[config.mk]
export PLATFORM = sky130hd
export DESIGN_NAME = tcgr_addr_gen
export DESIGN_NICKNAME = d
export VERILOG_FILES = /design/src/hw/rtl/tcgr_pkg.sv /design/src/hw/rtl/tcgr_addr_gen.sv
export SDC_FILE = /design/constraint.sdc
export NUM_CORES = 1
export LEC_CHECK = 0
export BUFFER_PORTS_ARGS = -buffer_cell sky130_fd_sc_hd__clkbuf_2
export CAP_MARGIN = 5
export CORE_ASPECT_RATIO = 0.9
export CORE_MARGIN = 4
export CORE_UTILIZATION = 62
export CTS_CLUSTER_SIZE = 16
export DETAILED_ROUTE_END_ITERATION = 7
export PLACE_DENSITY = 0.84
export SLEW_MARGIN = 20
export SYNTH_ARGS = -nofsm -noshare
export SYNTH_HDL_FRONTEND = slang
export SYNTH_SLANG_ARGS = --single-unit
[constraint.sdc]
create_clock -name aclk -period 12.7 [get_ports aclk]
set_clock_uncertainty 0.1 [all_clocks]
set_input_delay 0.635 -clock aclk [delete_from_list [all_inputs] [get_ports aclk]]
set_output_delay 0.635 -clock aclk [all_outputs]
set_load 0.005 [all_outputs]
[src/hw/rtl/tcgr_pkg.sv]
package tcgr_pkg;

    // Screen and font limits
    localparam int MAX_COLUMNS = 512;
    localparam int MAX_ROWS    = 256;
    localparam int GLYPH_COUNT = 256;
    localparam int GLYPH_ROWS  = 16;
    localparam int GLYPH_WIDTH = 8;

    // Field widths
    localparam int CHAR_W     = 8;
    localparam int PIX_W      = 8;
    localparam int ADDR_W     = 48;
    localparam int PITCH_W    = 16;
    localparam int BPP_W      = 3;
    localparam int CFG_COLS_W = 10;
    localparam int CFG_ROWS_W = 9;
    localparam int FIDX_W     = 12;
    localparam int KIND_W     = 2;

    // Cursor widths; the _CALC widths also hold the limit itself
    localparam int COL_W      = (MAX_COLUMNS > 1) ? $clog2(MAX_COLUMNS) : 1;
    localparam int ROW_W      = (MAX_ROWS > 1) ? $clog2(MAX_ROWS) : 1;
    localparam int COL_CALC_W = COL_W + 1;
    localparam int ROW_CALC_W = ROW_W + 1;

    // Font store geometry
    localparam int GLYPH_W    = $clog2(GLYPH_COUNT);
    localparam int GROW_W     = $clog2(GLYPH_ROWS);
    localparam int GCOL_W     = $clog2(GLYPH_WIDTH);
    localparam int FONT_AW    = GLYPH_W + GROW_W;
    localparam int FONT_DEPTH = GLYPH_COUNT * GLYPH_ROWS;

    // Address products
    localparam int PROW_W = ROW_W + GROW_W + PITCH_W;
    localparam int PCOL_W = COL_W + GCOL_W + BPP_W;

    // Stream widths
    localparam int S_TDATA_W = 32;
    localparam int M_TDATA_W = 64;

    // Configuration port
    localparam int CFG_IDX_W  = 3;
    localparam int CFG_DATA_W = ADDR_W;
    localparam logic [CFG_IDX_W-1:0] REG_TEXT_COLUMNS    = 3'd0;
    localparam logic [CFG_IDX_W-1:0] REG_TEXT_ROWS       = 3'd1;
    localparam logic [CFG_IDX_W-1:0] REG_LINE_PITCH      = 3'd2;
    localparam logic [CFG_IDX_W-1:0] REG_BYTES_PER_PIXEL = 3'd3;
    localparam logic [CFG_IDX_W-1:0] REG_FRAME_BASE      = 3'd4;
    localparam logic [CFG_IDX_W-1:0] REG_GRAPHICS_MODE   = 3'd5;

    // Register reset values
    localparam logic [CFG_COLS_W-1:0] RST_TEXT_COLUMNS    = 10'd80;
    localparam logic [CFG_ROWS_W-1:0] RST_TEXT_ROWS       = 9'd25;
    localparam logic [PITCH_W-1:0]    RST_LINE_PITCH      = 16'd2560;
    localparam logic [BPP_W-1:0]      RST_BYTES_PER_PIXEL = 3'd4;

    // Input opcodes
    localparam logic OP_CHAR = 1'b0;
    localparam logic OP_FONT = 1'b1;

    // Special characters
    localparam logic [CHAR_W-1:0] CH_NUL   = 8'h00;
    localparam logic [CHAR_W-1:0] CH_LF    = 8'h0A;
    localparam logic [CHAR_W-1:0] CH_CR    = 8'h0D;
    localparam logic [CHAR_W-1:0] CH_SPACE = 8'h20;
    localparam logic [CHAR_W-1:0] CH_DEL   = 8'h7F;

    // Result kinds
    typedef enum logic [KIND_W-1:0] {
        KIND_GLYPH  = 2'd0,
        KIND_SCROLL = 2'd1,
        KIND_SERIAL = 2'd2
    } kind_t;

    // Address generator controls
    typedef struct packed {
        logic calc;
        logic load;
        logic step;
    } addr_ctl_t;

endpackage

[src/hw/rtl/tcgr_addr_gen.sv]
module tcgr_addr_gen (
    input  logic                                 aclk,
    input  tcgr_pkg::addr_ctl_t                  ctl,
    input  logic [tcgr_pkg::ROW_W-1:0]           draw_row,
    input  logic [tcgr_pkg::COL_W-1:0]           draw_col,
    input  logic [tcgr_pkg::PITCH_W-1:0]         line_pitch,
    input  logic [tcgr_pkg::BPP_W-1:0]           bytes_per_pixel,
    input  logic [tcgr_pkg::ADDR_W-1:0]          frame_base,
    output logic [tcgr_pkg::ADDR_W-1:0]          row_address
);

    logic [tcgr_pkg::PROW_W-1:0] prod_row_reg;
    logic [tcgr_pkg::PCOL_W-1:0] prod_col_reg;
    logic [tcgr_pkg::ADDR_W-1:0] addr_reg;

    logic [tcgr_pkg::ROW_W+tcgr_pkg::GROW_W-1:0] pix_line;
    logic [tcgr_pkg::COL_W+tcgr_pkg::GCOL_W-1:0] pix_col;

    // Pixel line and pixel column of the cell's top-left corner
    assign pix_line = {draw_row, {tcgr_pkg::GROW_W{1'b0}}};
    assign pix_col  = {draw_col, {tcgr_pkg::GCOL_W{1'b0}}};

    // Products first, then base sum, then one pitch per glyph row
    always_ff @(posedge aclk) begin
        if (ctl.calc) begin
            prod_row_reg <= tcgr_pkg::PROW_W'(pix_line) * tcgr_pkg::PROW_W'(line_pitch);
            prod_col_reg <= tcgr_pkg::PCOL_W'(pix_col) * tcgr_pkg::PCOL_W'(bytes_per_pixel);
        end
        if (ctl.load) begin
            addr_reg <= frame_base
                      + tcgr_pkg::ADDR_W'(prod_row_reg)
                      + tcgr_pkg::ADDR_W'(prod_col_reg);
        end else if (ctl.step) begin
            addr_reg <= addr_reg + tcgr_pkg::ADDR_W'(line_pitch);
        end
    end

    assign row_address = addr_reg;

endmodule

# After elaboration in Yosys (flattened, before gate mapping)
# Cells that the tools add are included.
dict set report totals {
  ff_bits 84
  latch_bits 0
  ramBits 0
  mem_bits_ro 0
  inputBits 88
  output_inout_bits 48
  word_cells 11
  memories 0
}
dict set report op_classes {
  addsub 3
  n_mul 2
  n_div 0
  n_lt_le_gt_ge 0
  n_eq_ne 0
  shifts 0
  muxes 2
  bitwise_logic 0
  reduce_logical 1
}
# op count
set op_table {}
lappend op_table {{$mux 48} 2}
lappend op_table {{$add 48x15->48} 1}
lappend op_table {{$add 48x16->48} 1}
lappend op_table {{$add 48x28->48} 1}
lappend op_table {{$mul 8x16->24} 1}
lappend op_table {{$mul 9x3->12} 1}
lappend op_table {{$reduce_bool 2->1} 1}

# Depth between registers and ports, before layout
# Gate-level depths: netlist (run 1).
dict set report depth {
  word_depth 3
  depth_mapped 20
  mapped_depth_nobuf 19
}

# Worst setup path before layout (run 1)
# No wires, ideal clock.
dict set report synth_path {
  kind {input port to flip-flop}
  start {in draw_row[7] (netlist name)}
  end {reg prod_row_reg[26] (netlist name) (data pin)}
  setup_ns 0.262
  t_arrival_ns 5.109
  t_required_ns 12.338
  path_slack_ns 7.229
  cell_stages 18
  path_buffers 1
  cell_sequence {clkbuf_1 > and2_1 > fa_1 > fa_1 > fa_1 > inv_1 > fa_1 > inv_1 > ha_1 > a21oi_1 > nand2_1 > a21o_1 > or3_1 > o211a_1 > a311o_1 > a21oi_1 > o21ai_1 > xor2_1}
}
dict set report synth_via {
  elab_chain_cells 1
}
# element line_no
set synth_rtl {}
lappend synth_rtl {{start: declaration} tcgr_addr_gen.sv:4} ;# input logic [tcgr_pkg::ROW_W-1:0] draw_row,
lappend synth_rtl {{$mul 8x16->24} tcgr_addr_gen.sv:26} ;# prod_row_reg <= tcgr_pkg::PROW_W'(pix_line) * tcgr_pkg::PROW_W'(line_pitch);
lappend synth_rtl {{end signal: assignment} tcgr_addr_gen.sv:26}
lappend synth_rtl {{end: declaration} tcgr_addr_gen.sv:12} ;# logic [tcgr_pkg::PROW_W-1:0] prod_row_reg;
# Every way passes these cells.
# A chain may end at the register's enable or synchronous reset.

# Final worst setup path (run 1)
# Ends and elaborated chain as after synthesis.

==> impl_results.html, run 1 <==
<table>
<tr><th>Metric</th><th>Value</th></tr>
<tr><th colspan="2">Global route</th></tr>
<tr><td>Overflow left after global routing</td><td>0</td></tr>
<tr><td>Largest net degree at the start of global routing</td><td>76</td></tr>
<tr><td>Via count of the first global-routing pass</td><td>8765</td></tr>
<tr><td>First-pass GRT wire length</td><td>42900 um</td></tr>
<tr><td>Number of antenna violations at the first check in global routing</td><td>1</td></tr>
<tr><td>Global Route Usage Sum</td><td>26.6%</td></tr>
<tr><th colspan="2">Power and ir drop</th></tr>
<tr><td>Relative contribution of the clock network to total power</td><td>9.7%</td></tr>
<tr><td>Sequential group share of total power</td><td>22.9%</td></tr>
<tr><td>Logic gate share of total power</td><td>67.4%</td></tr>
<tr><td>Proportion of total power due to net switching</td><td>45.4%</td></tr>
<tr><td>Peak supply drop</td><td>0.0000974 V</td></tr>
<tr><td>Pwr dens</td><td>195 nW/um^2</td></tr>
<tr><td>Power Internal</td><td>1.30 mW</td></tr>
<tr><td>Power spent charging and discharging nets</td><td>1.08 mW</td></tr>
<tr><td>Cell leakage power</td><td>5.70 nW</td></tr>
<tr><th colspan="2">Timing</th></tr>
<tr><td>Max Clk Rate</td><td>179 MHz</td></tr>
<tr><td># setup viols final</td><td>0</td></tr>
<tr><td>Post-route fraction of the period consumed by the critical path</td><td>44.0%</td></tr>
<tr><td>Slew at the pin with the worst max-slew slack</td><td>0.914 ns</td></tr>
<tr><td>Min Tclk post-route</td><td>5.59 ns</td></tr>
<tr><td>Pins Over Slew Limit</td><td>0</td></tr>
<tr><td>Relative slew slack</td><td>39.0%</td></tr>
<tr><td>Setup ws final</td><td>7.11 ns</td></tr>
<tr><td>Setup repair after global routing missed its margin</td><td>false</td></tr>
<tr><td>Final Hold Fails</td><td>0</td></tr>
<tr><td>Setup Total Neg Slack</td><td>0 ns</td></tr>
<tr><th colspan="2">Synthesis</th></tr>
<tr><td>Fraction of the mapped netlist area in compound gates</td><td>13.6%</td></tr>
<tr><td>Largest family of logic cells by synthesized area</td><td>adder cells</td></tr>
<tr><td>Post-synthesis register bit count</td><td>84</td></tr>
<tr><td>Instance count of the mapped netlist</td><td>1176</td></tr>
<tr><td>Yosys synthesis warning count</td><td>0</td></tr>
<tr><td>Fraction of registers with async set or reset after synthesis</td><td>0%</td></tr>
<tr><td>Post-synthesis share of cell area spent on and, or, nand and nor gates</td><td>18.4%</td></tr>
<tr><td>Commonest register cell after synthesis</td><td>sky130_fd_sc_hd__edfxtp_1</td></tr>
<tr><td>Cell area after technology mapping</td><td>11000 um^2</td></tr>
<tr><td>Xor and xnor fraction of the mapped netlist area</td><td>6.74%</td></tr>
<tr><td>Share of the yosys chip area belonging to registers</td><td>22.8%</td></tr>
<tr><td>Adder-cell share of the synthesized area</td><td>31.5%</td></tr>
<tr><td>Synthesized area per cell</td><td>9.39 um^2</td></tr>
<tr><td>Fraction of synthesized area in multiplexers</td><td>1.11%</td></tr>
<tr><td>Post-synth cell types</td><td>65</td></tr>
<tr><td>Synthesized netlist net count</td><td>1479</td></tr>
<tr><td>Post-synth EDFFs</td><td>84</td></tr>
<tr><th colspan="2">Clocking</th></tr>
<tr><td>Post-CTS setup-driven buffer insertion count</td><td>0</td></tr>
<tr><td>Post-cts sizing count</td><td>0</td></tr>
<tr><td>CTS H-Tree Depth</td><td>3</td></tr>
<tr><td>CTS tree</td><td>built</td></tr>
<tr><td>Worst-Skew Late Latency</td><td>0.34 ns</td></tr>
<tr><td>Total of hold buffers inserted after clock tree synthesis</td><td>0</td></tr>
<tr><td>Clock slew at the register clock pins of the worst setup and hold paths</td><td>0.06 ns</td></tr>
<tr><td>Number of buffers created by CTS</td><td>9</td></tr>
<tr><td>Longest Clk Path Bufs</td><td>2</td></tr>
<tr><td>CTS sink count</td><td>84</td></tr>
<tr><td>Clock Root Buffer</td><td>sky130_fd_sc_hd__clkbuf_16</td></tr>
<tr><th colspan="2">Setup path</th></tr>
<tr><td>Critical Path AT</td><td>5.57 ns</td></tr>
<tr><td>Slowest cell on the critical path</td><td>sky130_fd_sc_hd__fa_1</td></tr>
<tr><td>Most common cell type on the critical path</td><td>sky130_fd_sc_hd__fa_1</td></tr>
<tr><td>Setup crit start kind</td><td>input port</td></tr>
<tr><td>Highest net fanout along the worst path</td><td>16</td></tr>
<tr><td>Biggest cell delay along the critical path</td><td>0.55 ns</td></tr>
<tr><td>Worst setup EP type</td><td>register</td></tr>
<tr><td>Critical path, cell by cell</td><td>clkbuf_2, and2_1, fa_1, fa_1, fa_1, inv_1, fa_1, inv_1, ha_1, a21oi_1, nand2_1, a21o_1, or3_1, o211a_1, a311o_1, a21oi_1, o21ai_1, xor2_1</td></tr>
<tr><td>WP data required</td><td>12.69 ns</td></tr>
<tr><td>Kind of critical path</td><td>input port to register</td></tr>
<tr><th colspan="2">Min path</th></tr>
<tr><td>Class of the tightest hold or removal check</td><td>input port to register</td></tr>
<tr><th colspan="2">Route</th></tr>
<tr><td>Routed WL</td><td>26100 um</td></tr>
<tr><td>Post-route DRC violation count</td><td>0</td></tr>
<tr><td>Number of DRC markers after the initial detailed-route iteration</td><td>481</td></tr>
<tr><td>Antenna Violating Nets Remaining</td><td>0</td></tr>
<tr><td>Detailed-route via count</td><td>8895</td></tr>
<tr><td>Pre-antenna DRT Iters</td><td>5</td></tr>
<tr><td>Wire per inst</td><td>17.0 um</td></tr>
<tr><td>Via-to-Cell Ratio</td><td>5.78</td></tr>
<tr><th colspan="2">Floorplan</th></tr>
<tr><td>Width of the chip</td><td>149 um</td></tr>
<tr><td>CORE AREA</td><td>17600 um^2</td></tr>
<tr><td>Initial cell density of the core</td><td>62.9%</td></tr>
<tr><td>Number of primary I/O pins</td><td>136</td></tr>
<tr><td>Row Count</td><td>46</td></tr>
<tr><td>Area of the die</td><td>20000 um^2</td></tr>
<tr><td>Height of the die</td><td>135 um</td></tr>
<tr><th colspan="2">Flow run</th></tr>
<tr><td>Max-cap violation count</td><td>0</td></tr>
<tr><th colspan="2">Placement</th></tr>
<tr><td>Post-DP HPWL</td><td>21100 um</td></tr>
<tr><td>Port bufs</td><td>135</td></tr>
<tr><td>Placement Cell Area</td><td>11900 um^2</td></tr>
<tr><td>Final estimated routing congestion in global placement</td><td>0.918</td></tr>
<tr><td>Setup Slack @ Placement</td><td>6.80 ns</td></tr>
<tr><th colspan="2">Finish</th></tr>
<tr><td>Antenna diode instance count</td><td>0</td></tr>
<tr><td>Number of fill cells in the layout</td><td>1366</td></tr>
<tr><td>Post-route cell area</td><td>12200 um^2</td></tr>
<tr><td>Final #Nets</td><td>1601</td></tr>
<tr><td>Share of post-route cells with drive strength above 1</td><td>12.9%</td></tr>
<tr><td>Flip-flop count of the largest register after layout</td><td>48</td></tr>
<tr><td>Area Overhead vs Synth</td><td>10.2%</td></tr>
<tr><th colspan="2">Status</th></tr>
<tr><td>Run status</td><td>finished, final reports clean</td></tr>
</table>
placed cells by master, fill, tap and decap left out, types with 10 or more instances in the layout:
cell / Yosys / layout
sky130_fd_sc_hd__inv_1: 138 / 138
sky130_fd_sc_hd__clkbuf_2: 0 / 135
sky130_fd_sc_hd__and2_1: 120 / 120
sky130_fd_sc_hd__ha_1: 110 / 110
sky130_fd_sc_hd__fa_1: 105 / 105
sky130_fd_sc_hd__nand2_1: 103 / 103
sky130_fd_sc_hd__edfxtp_1: 84 / 84
sky130_fd_sc_hd__a21oi_1: 48 / 48
sky130_fd_sc_hd__xnor2_1: 44 / 44
sky130_fd_sc_hd__xor2_1: 41 / 41
sky130_fd_sc_hd__o21ai_0: 40 / 40
sky130_fd_sc_hd__nand3_1: 38 / 38
sky130_fd_sc_hd__nor2_1: 37 / 37
sky130_fd_sc_hd__a21o_1: 32 / 32
sky130_fd_sc_hd__nor3_1: 24 / 24
sky130_fd_sc_hd__a31oi_1: 17 / 17
sky130_fd_sc_hd__o21a_1: 16 / 16
sky130_fd_sc_hd__o21ai_1: 13 / 13
sky130_fd_sc_hd__nor2b_1: 12 / 12
sky130_fd_sc_hd__and3_1: 11 / 11
sky130_fd_sc_hd__or3_1: 11 / 11
sky130_fd_sc_hd__mux2i_1: 10 / 10
metal layers:
metal,vias to the layer above,global-route usage (%),wire [um]
li1,4276,-,-
met1,4339,38.1,11800
met2,257,44.1,12200
met3,23,3.99,1910
met4,0,4.36,214
met5,-,0,0
power by group through the flow:
stage	Combinational, mW	Clock [mW]	Sequential, mW
after floorplan	1.23	0	0.527
after global placement	1.53	0	0.545
after detailed placement	1.57	0	0.548
after CTS	1.59	0.232	0.543
after global routing	1.81	0.245	0.554
final	1.60	0.230	0.545
Yosys cell counts, types with 8 or more instances:
cell                         n  area [um^2]
sky130_fd_sc_hd__clkbuf_1   21         78.8
sky130_fd_sc_hd__and3_1     11         68.8
sky130_fd_sc_hd__o21ai_1    13         65.1
sky130_fd_sc_hd__nand3_1    38          190
sky130_fd_sc_hd__o21a_1     16          120
sky130_fd_sc_hd__nor3_1     24          120
sky130_fd_sc_hd__edfxtp_1   84         2520
sky130_fd_sc_hd__a31oi_1    17          106
sky130_fd_sc_hd__nand4_1     9         56.3
sky130_fd_sc_hd__and2_1    120          751
sky130_fd_sc_hd__nor2_1     37          139
sky130_fd_sc_hd__nand2_1   103          387
sky130_fd_sc_hd__or3_1      11         68.8
sky130_fd_sc_hd__nor2b_1    12         75.1
sky130_fd_sc_hd__ha_1      110         1380
sky130_fd_sc_hd__fa_1      105         2100
sky130_fd_sc_hd__a211oi_1    8         60.1
sky130_fd_sc_hd__xor2_1     41          359
sky130_fd_sc_hd__mux2i_1    10          100
sky130_fd_sc_hd__nor4_1      9         56.3
sky130_fd_sc_hd__o21ai_0    40          200
sky130_fd_sc_hd__inv_1     138          518
sky130_fd_sc_hd__a21o_1     32          240
sky130_fd_sc_hd__a21oi_1    48          240
sky130_fd_sc_hd__xnor2_1    44          385
path summary, 6_finish.rpt:
check                                  from                          to  cells after the start  slack, ns
setup / recovery                draw_row[7]  prod_row_reg[26]$_DFFE_PP_                     18       7.11
hold / removal                frame_base[1]    row_address[1]$_DFFE_PP_                      3       0.49
setup reg to reg  prod_row_reg[4]$_DFFE_PP_   row_address[42]$_DFFE_PP_                     14       8.64
hold reg to reg   prod_col_reg[3]$_DFFE_PP_    row_address[3]$_DFFE_PP_                      3       0.57
layout make-up:
cell class / count / area [um^2] / share of cell area, %
multi-input cells: 927 / 7880 / 64.8
inverters: 138 / 518 / 4.26
well taps: 240 / 300 / 2.47
flip-flops and latches: 84 / 2520 / 20.7
clock inverters: 3 / 17.5 / 0.144
clock buffers: 10 / 229 / 1.88
repair buffers: 138 / 698 / 5.74
cell families (layout without fill, tap and decap cells):
logic type | Yosys count | in the layout
DFF | 84 | 84
buffers and inverters | 165 | 289
and+or+nand+nor | 392 | 392
xor gates and xnor gates | 85 | 85
muxes | 12 | 12
adders and majority gates | 215 | 215
AOI/OAI and AO/OA | 223 | 223
critical path: cells and delay by family:
kind	cells	cell delay, ns
xor+xnor	1	0.14
buf+inv	3	0.34
simple gates	3	0.64
compound gates	6	1.32
fa+ha+maj	5	2.48
metrics by stage:
stage,hold slack [ns],power (mW),utilization (%),cells
floorplan,0.510,1.75,-,1176
CTS,0.496,2.37,69.3,1539
global placement,0.549,2.07,67.9,1526
finish,0.493,2.37,69.3,1540
detailed placement,0.555,2.12,67.9,1526
global route,0.507,2.61,69.3,1540
No activity file was read; power rests on OpenSTA's default activity.
==> run 2: changes to the inputs <==
--- a/config.mk
+++ b/config.mk
@@ -5,14 +5,15 @@
 export SDC_FILE = /design/constraint.sdc
 export NUM_CORES = 1
 export LEC_CHECK = 0
+export ABC_AREA = 1
 export BUFFER_PORTS_ARGS = -buffer_cell sky130_fd_sc_hd__clkbuf_2
 export CAP_MARGIN = 5
 export CORE_ASPECT_RATIO = 0.9
 export CORE_MARGIN = 4
-export CORE_UTILIZATION = 62
+export CORE_UTILIZATION = 56
 export CTS_CLUSTER_SIZE = 16
 export DETAILED_ROUTE_END_ITERATION = 7
-export PLACE_DENSITY = 0.84
+export PLACE_DENSITY = 0.79
 export SLEW_MARGIN = 20
 export SYNTH_ARGS = -nofsm -noshare
 export SYNTH_HDL_FRONTEND = slang
==> constraint.sdc (replaced) <==
create_clock -name aclk -period 4.6 [get_ports aclk]
set_clock_uncertainty 0.1 [all_clocks]
set_input_delay 0.23 -clock aclk [delete_from_list [all_inputs] [get_ports aclk]]
set_output_delay 0.23 -clock aclk [all_outputs]
set_load 0.005 [all_outputs]
==> run 2 against run 1 <==
- clock power rose to 3.1 times the previous value
- synthesized cell count rose by 79%
- critical path type unchanged
- largest cell class unchanged
- largest power group unchanged
- sequential share of layout area fell by 4.1 points
==> impl_results.html, run 2 <==
<table>
<tr><th>Metric</th><th>Value</th></tr>
<tr><th colspan="2">Setup path</th></tr>
<tr><td>Buffers &amp; Inverters on Critical Path</td><td>4 (+1)</td></tr>
<tr><td>Kind of cell adding the most delay to the critical path</td><td>adder cells</td></tr>
<tr><td>WP data required</td><td>4.59 ns (-8.10 ns)</td></tr>
<tr><td>Setup crit start kind</td><td>input port</td></tr>
<tr><td>Worst-case reg-to-reg path depth</td><td>16 (+2)</td></tr>
<tr><td>Worst setup EP type</td><td>register</td></tr>
<tr><td>Startpoint of the worst register-to-register path</td><td>prod_col_reg[4]$_DFFE_PP_</td></tr>
<tr><td>Biggest cell delay along the critical path</td><td>0.54 ns (about the same)</td></tr>
<tr><td>Flop-to-flop setup slack</td><td>1.41 ns (-7.23 ns)</td></tr>
<tr><td>Slowest cell on the critical path</td><td>sky130_fd_sc_hd__fa_1</td></tr>
<tr><td>Most common cell type on the critical path</td><td>sky130_fd_sc_hd__fa_1</td></tr>
<tr><td>Critical Path AT</td><td>4.34 ns (-1.23 ns)</td></tr>
<tr><td>End of the worst register-to-register path</td><td>row_address[36]$_DFFE_PP_</td></tr>
<tr><td>Highest net fanout along the worst path</td><td>16 (unchanged)</td></tr>
<tr><td>Kind of critical path</td><td>input port to register</td></tr>
<tr><td>Critical path, cell by cell</td><td>clkbuf_2, nand2_1, fa_1, fa_1, inv_1, fa_1, inv_1, fa_1, inv_1, ha_1, a21oi_1, o21ai_1, nor2_1, o21ai_1, a21oi_1, xnor2_1</td></tr>
<tr><th colspan="2">Clocking</th></tr>
<tr><td>Clock slew at the register clock pins of the worst setup and hold paths</td><td>0.07 ns (about the same)</td></tr>
<tr><td>CTS sink count</td><td>84 (unchanged)</td></tr>
<tr><td>CTS H-Tree Depth</td><td>3 (unchanged)</td></tr>
<tr><td>Worst-Skew Late Latency</td><td>0.35 ns (about the same)</td></tr>
<tr><td>CTS tree</td><td>built</td></tr>
<tr><td>Longest Clk Path Bufs</td><td>2 (unchanged)</td></tr>
<tr><td>Clock Root Buffer</td><td>sky130_fd_sc_hd__clkbuf_16</td></tr>
<tr><td>Post-CTS setup-driven buffer insertion count</td><td>0 (unchanged)</td></tr>
<tr><td>Total of hold buffers inserted after clock tree synthesis</td><td>0 (unchanged)</td></tr>
<tr><td>Number of buffers created by CTS</td><td>9 (unchanged)</td></tr>
<tr><td>Post-cts sizing count</td><td>0 (unchanged)</td></tr>
<tr><th colspan="2">Route</th></tr>
<tr><td>Via-to-Cell Ratio</td><td>5.30 (-8.2%)</td></tr>
<tr><td>Antenna Violating Nets Remaining</td><td>0 (unchanged)</td></tr>
<tr><td>Post-route DRC violation count</td><td>0 (unchanged)</td></tr>
<tr><td>Pre-antenna DRT Iters</td><td>6 (+1)</td></tr>
<tr><td>Routed WL</td><td>41900 um (+60%)</td></tr>
<tr><td>Number of DRC markers after the initial detailed-route iteration</td><td>1170 (+140%)</td></tr>
<tr><td>Detailed-route via count</td><td>13600 (+52%)</td></tr>
<tr><td>Wire per inst</td><td>16.4 um (-3.5%)</td></tr>
<tr><th colspan="2">Power and ir drop</th></tr>
<tr><td>Cell leakage power</td><td>9.12 nW (+60%)</td></tr>
<tr><td>Design Power</td><td>8.34 mW (+250%)</td></tr>
<tr><td>Peak supply drop</td><td>0.000392 V (+300%)</td></tr>
<tr><td>Pwr dens</td><td>550 nW/um^2 (+180%)</td></tr>
<tr><th colspan="2">Timing</th></tr>
<tr><td>Slew at the pin with the worst max-slew slack</td><td>0.905 ns (-0.00981 ns)</td></tr>
<tr><td>Setup ws final</td><td>0.247 ns (-6.87 ns)</td></tr>
<tr><td>Min Tclk post-route</td><td>4.35 ns</td></tr>
<tr><td>Post-route fraction of the period consumed by the critical path</td><td>94.6%</td></tr>
<tr><td>Pins Over Slew Limit</td><td>0 (unchanged)</td></tr>
<tr><td># setup viols final</td><td>0 (unchanged)</td></tr>
<tr><td>Setup repair after global routing missed its margin</td><td>false</td></tr>
<tr><td>Setup Total Neg Slack</td><td>0 ns (unchanged)</td></tr>
<tr><td>Relative slew slack</td><td>39.7% (+0.65 points)</td></tr>
<tr><td>Max Clk Rate</td><td>230 MHz</td></tr>
<tr><td>Final Hold Fails</td><td>0 (unchanged)</td></tr>
<tr><td>Final hold slack</td><td>0.0575 ns (-0.435 ns)</td></tr>
<tr><th colspan="2">Finish</th></tr>
<tr><td>Final cell count without fillers</td><td>2557 (+66%)</td></tr>
<tr><td>Most frequent cells in the layout</td><td>sky130_fd_sc_hd__nand2_1 (730), sky130_fd_sc_hd__inv_1 (493), sky130_fd_sc_hd__nand3_1 (136)</td></tr>
<tr><td>Most frequent standard cell in the layout excluding fill and tap cells</td><td>sky130_fd_sc_hd__nand2_1</td></tr>
<tr><td>Final #Nets</td><td>2553 (+59%)</td></tr>
<tr><td>Share of the core filled with cells</td><td>64.0% (-5.3 points)</td></tr>
<tr><td>Flip-flop count of the largest register after layout</td><td>48 (unchanged)</td></tr>
<tr><td>Share of post-route cells with drive strength above 1</td><td>9.98% (-2.9 points)</td></tr>
<tr><td>Area Overhead vs Synth</td><td>11.0%</td></tr>
<tr><td>Antenna diode instance count</td><td>0 (unchanged)</td></tr>
<tr><td>Post-route cell area</td><td>15200 um^2 (+25%)</td></tr>
<tr><th colspan="2">Min path</th></tr>
<tr><td>Class of the tightest hold or removal check</td><td>input port to register</td></tr>
<tr><td>Hold path cells</td><td>3 (unchanged)</td></tr>
<tr><td>HP Start</td><td>frame_base[2]</td></tr>
<tr><td>Hold Path End</td><td>row_address[2]$_DFFE_PP_</td></tr>
<tr><th colspan="2">Global route</th></tr>
<tr><td>First-pass GRT wire length</td><td>66600 um (+55%)</td></tr>
<tr><td>Number of antenna violations at the first check in global routing</td><td>0 (-1)</td></tr>
<tr><td>Largest net degree at the start of global routing</td><td>57 (-25%)</td></tr>
<tr><td>Via count of the first global-routing pass</td><td>13000 (+48%)</td></tr>
<tr><td>Global Route Usage Sum</td><td>30.9% (+4.3 points)</td></tr>
<tr><td>Overflow left after global routing</td><td>0 (unchanged)</td></tr>
<tr><th colspan="2">Placement</th></tr>
<tr><td>Port bufs</td><td>135 (unchanged)</td></tr>
<tr><td>Setup Slack @ Placement</td><td>-0.0798 ns (-6.87 ns)</td></tr>
<tr><td>Final estimated routing congestion in global placement</td><td>1.03 (+12%)</td></tr>
<tr><td>Post-DP HPWL</td><td>35400 um (+68%)</td></tr>
<tr><td>Cell Count Post-Placement</td><td>2541 (+67%)</td></tr>
<tr><td>Placement Cell Area</td><td>14900 um^2 (+25%)</td></tr>
<tr><th colspan="2">Synthesis</th></tr>
<tr><td>Post-synth EDFFs</td><td>84 (unchanged)</td></tr>
<tr><td>Synthesized netlist net count</td><td>2406 (+63%)</td></tr>
<tr><td>Instance count of the mapped netlist</td><td>2103 (+79%)</td></tr>
<tr><td>Synthesized area per cell</td><td>6.49 um^2 (-31%)</td></tr>
<tr><td>Post-synth cell types</td><td>40 (-38%)</td></tr>
<tr><td>Fraction of synthesized cell area taken by the top area cell type</td><td>20.1% (-2.8 points)</td></tr>
<tr><td>Top post-synthesis cells by area</td><td>sky130_fd_sc_hd__nand2_1 (20%), sky130_fd_sc_hd__edfxtp_1 (18%), sky130_fd_sc_hd__fa_1 (15%), sky130_fd_sc_hd__inv_1 (14%), sky130_fd_sc_hd__ha_1 (10%)</td></tr>
<tr><td>Cell area after technology mapping</td><td>13600 um^2 (+24%)</td></tr>
<tr><td>Post-synthesis register bit count</td><td>84 (unchanged)</td></tr>
<tr><td>Fraction of registers with async set or reset after synthesis</td><td>0% (unchanged)</td></tr>
<tr><td>Share of the yosys chip area belonging to registers</td><td>18.5% (-4.4 points)</td></tr>
<tr><td>Yosys top cell by area</td><td>sky130_fd_sc_hd__nand2_1</td></tr>
<tr><td>Commonest register cell after synthesis</td><td>sky130_fd_sc_hd__edfxtp_1</td></tr>
<tr><td>Most common cell in the synthesized netlist</td><td>sky130_fd_sc_hd__nand2_1</td></tr>
<tr><td>Most frequent cells after synthesis</td><td>sky130_fd_sc_hd__nand2_1 (730), sky130_fd_sc_hd__inv_1 (493), sky130_fd_sc_hd__nand3_1 (136)</td></tr>
<tr><td>Yosys synthesis warning count</td><td>0 (unchanged)</td></tr>
<tr><th colspan="2">Floorplan</th></tr>
<tr><td>CORE AREA</td><td>23700 um^2 (+35%)</td></tr>
<tr><td>Initial cell density of the core</td><td>57.6% (-5.2 points)</td></tr>
<tr><td>Height of the die</td><td>156 um (+16%)</td></tr>
<tr><td>Area of the die</td><td>26900 um^2 (+35%)</td></tr>
<tr><td>Row Count</td><td>53 (+15%)</td></tr>
<tr><td>Width of the chip</td><td>173 um (+16%)</td></tr>
<tr><td>Number of primary I/O pins</td><td>136 (unchanged)</td></tr>
<tr><th colspan="2">Status</th></tr>
<tr><td>Run status</td><td>finished, final reports clean</td></tr>
<tr><th colspan="2">Flow run</th></tr>
<tr><td>Max-cap violation count</td><td>0 (unchanged)</td></tr>
</table>
## run 2: changes by cell type in the layout (fill, tap and decap cells not counted), sizes merged, moves of 13 or more
cell,delta
a21o,-28
a21oi,+32
a31oi,-17
and2,-119
buf,+43
inv,+358
nand2,+628
nand3,+103
nand4,+13
nor2,+90
o21a,-16
xnor2,-33
## run 2: layout make-up
class	count	area, um^2
Multi-Input combinational cell	1479	9090
Fill cell	2255	8520
Sequential cell	84	2520
Inverter	495	1860
Timing Repair Buffer	181	1030
Tap cell	302	378
Clock buffer	11	233
Clock inverter	5	37.5
## run 2: tightest hold or removal path: cells and delay by family
family | cells | cell delay [ns]
buffers and inverters | 1 | 0.08
and+or+nand+nor | 2 | 0.10
## run 2: metal layers
metal	share of wire (%)	wire length (um)	GRT usage (%)	vias up
met4	3.1	1310	9.54	0
met5	0	0	0	-
met1	42	17600	40.0	6272
met2	49	20400	55.2	505
met3	6.2	2610	3.44	75
li1	-	-	-	6710
## run 2: cells by family after synthesis
family,count (synthesis),synth area share (%)
compound gates,147,5.82
xor+xnor,41,2.63
fa+ha+maj,215,25.5
buf+inv,540,14.9
flops,84,18.5
simple gates,1076,32.7
## run 2: worst max path at each step
stage | from | endpoint | slack [ns] | depth (start not counted)
2_1_floorplan | draw_row[7] | prod_row_reg[20]$_DFFE_PP_ | 0.08 | 17
5_1_grt | draw_row[4] | prod_row_reg[20]$_DFFE_PP_ | 0.04 | 16
3_3_place_gp | draw_row[6] | prod_row_reg[20]$_DFFE_PP_ | -0.07 | 16
4_1_cts | draw_row[3] | prod_row_reg[24]$_DFFE_PP_ | 0.28 | 17
3_5_place_dp | draw_row[4] | prod_row_reg[20]$_DFFE_PP_ | -0.08 | 16
6_report | draw_row[4] | prod_row_reg[20]$_DFFE_PP_ | 0.25 | 16
## run 2: where the power goes
| group | internal (mW) | leakage, nW | switching [mW] |
|---|---|---|---|
| Sequential | 1.28 | 0.849 | 0.311 |
| Clock | 0.369 | 0.126 | 0.333 |
| Combinational | 2.17 | 8.14 | 3.87 |
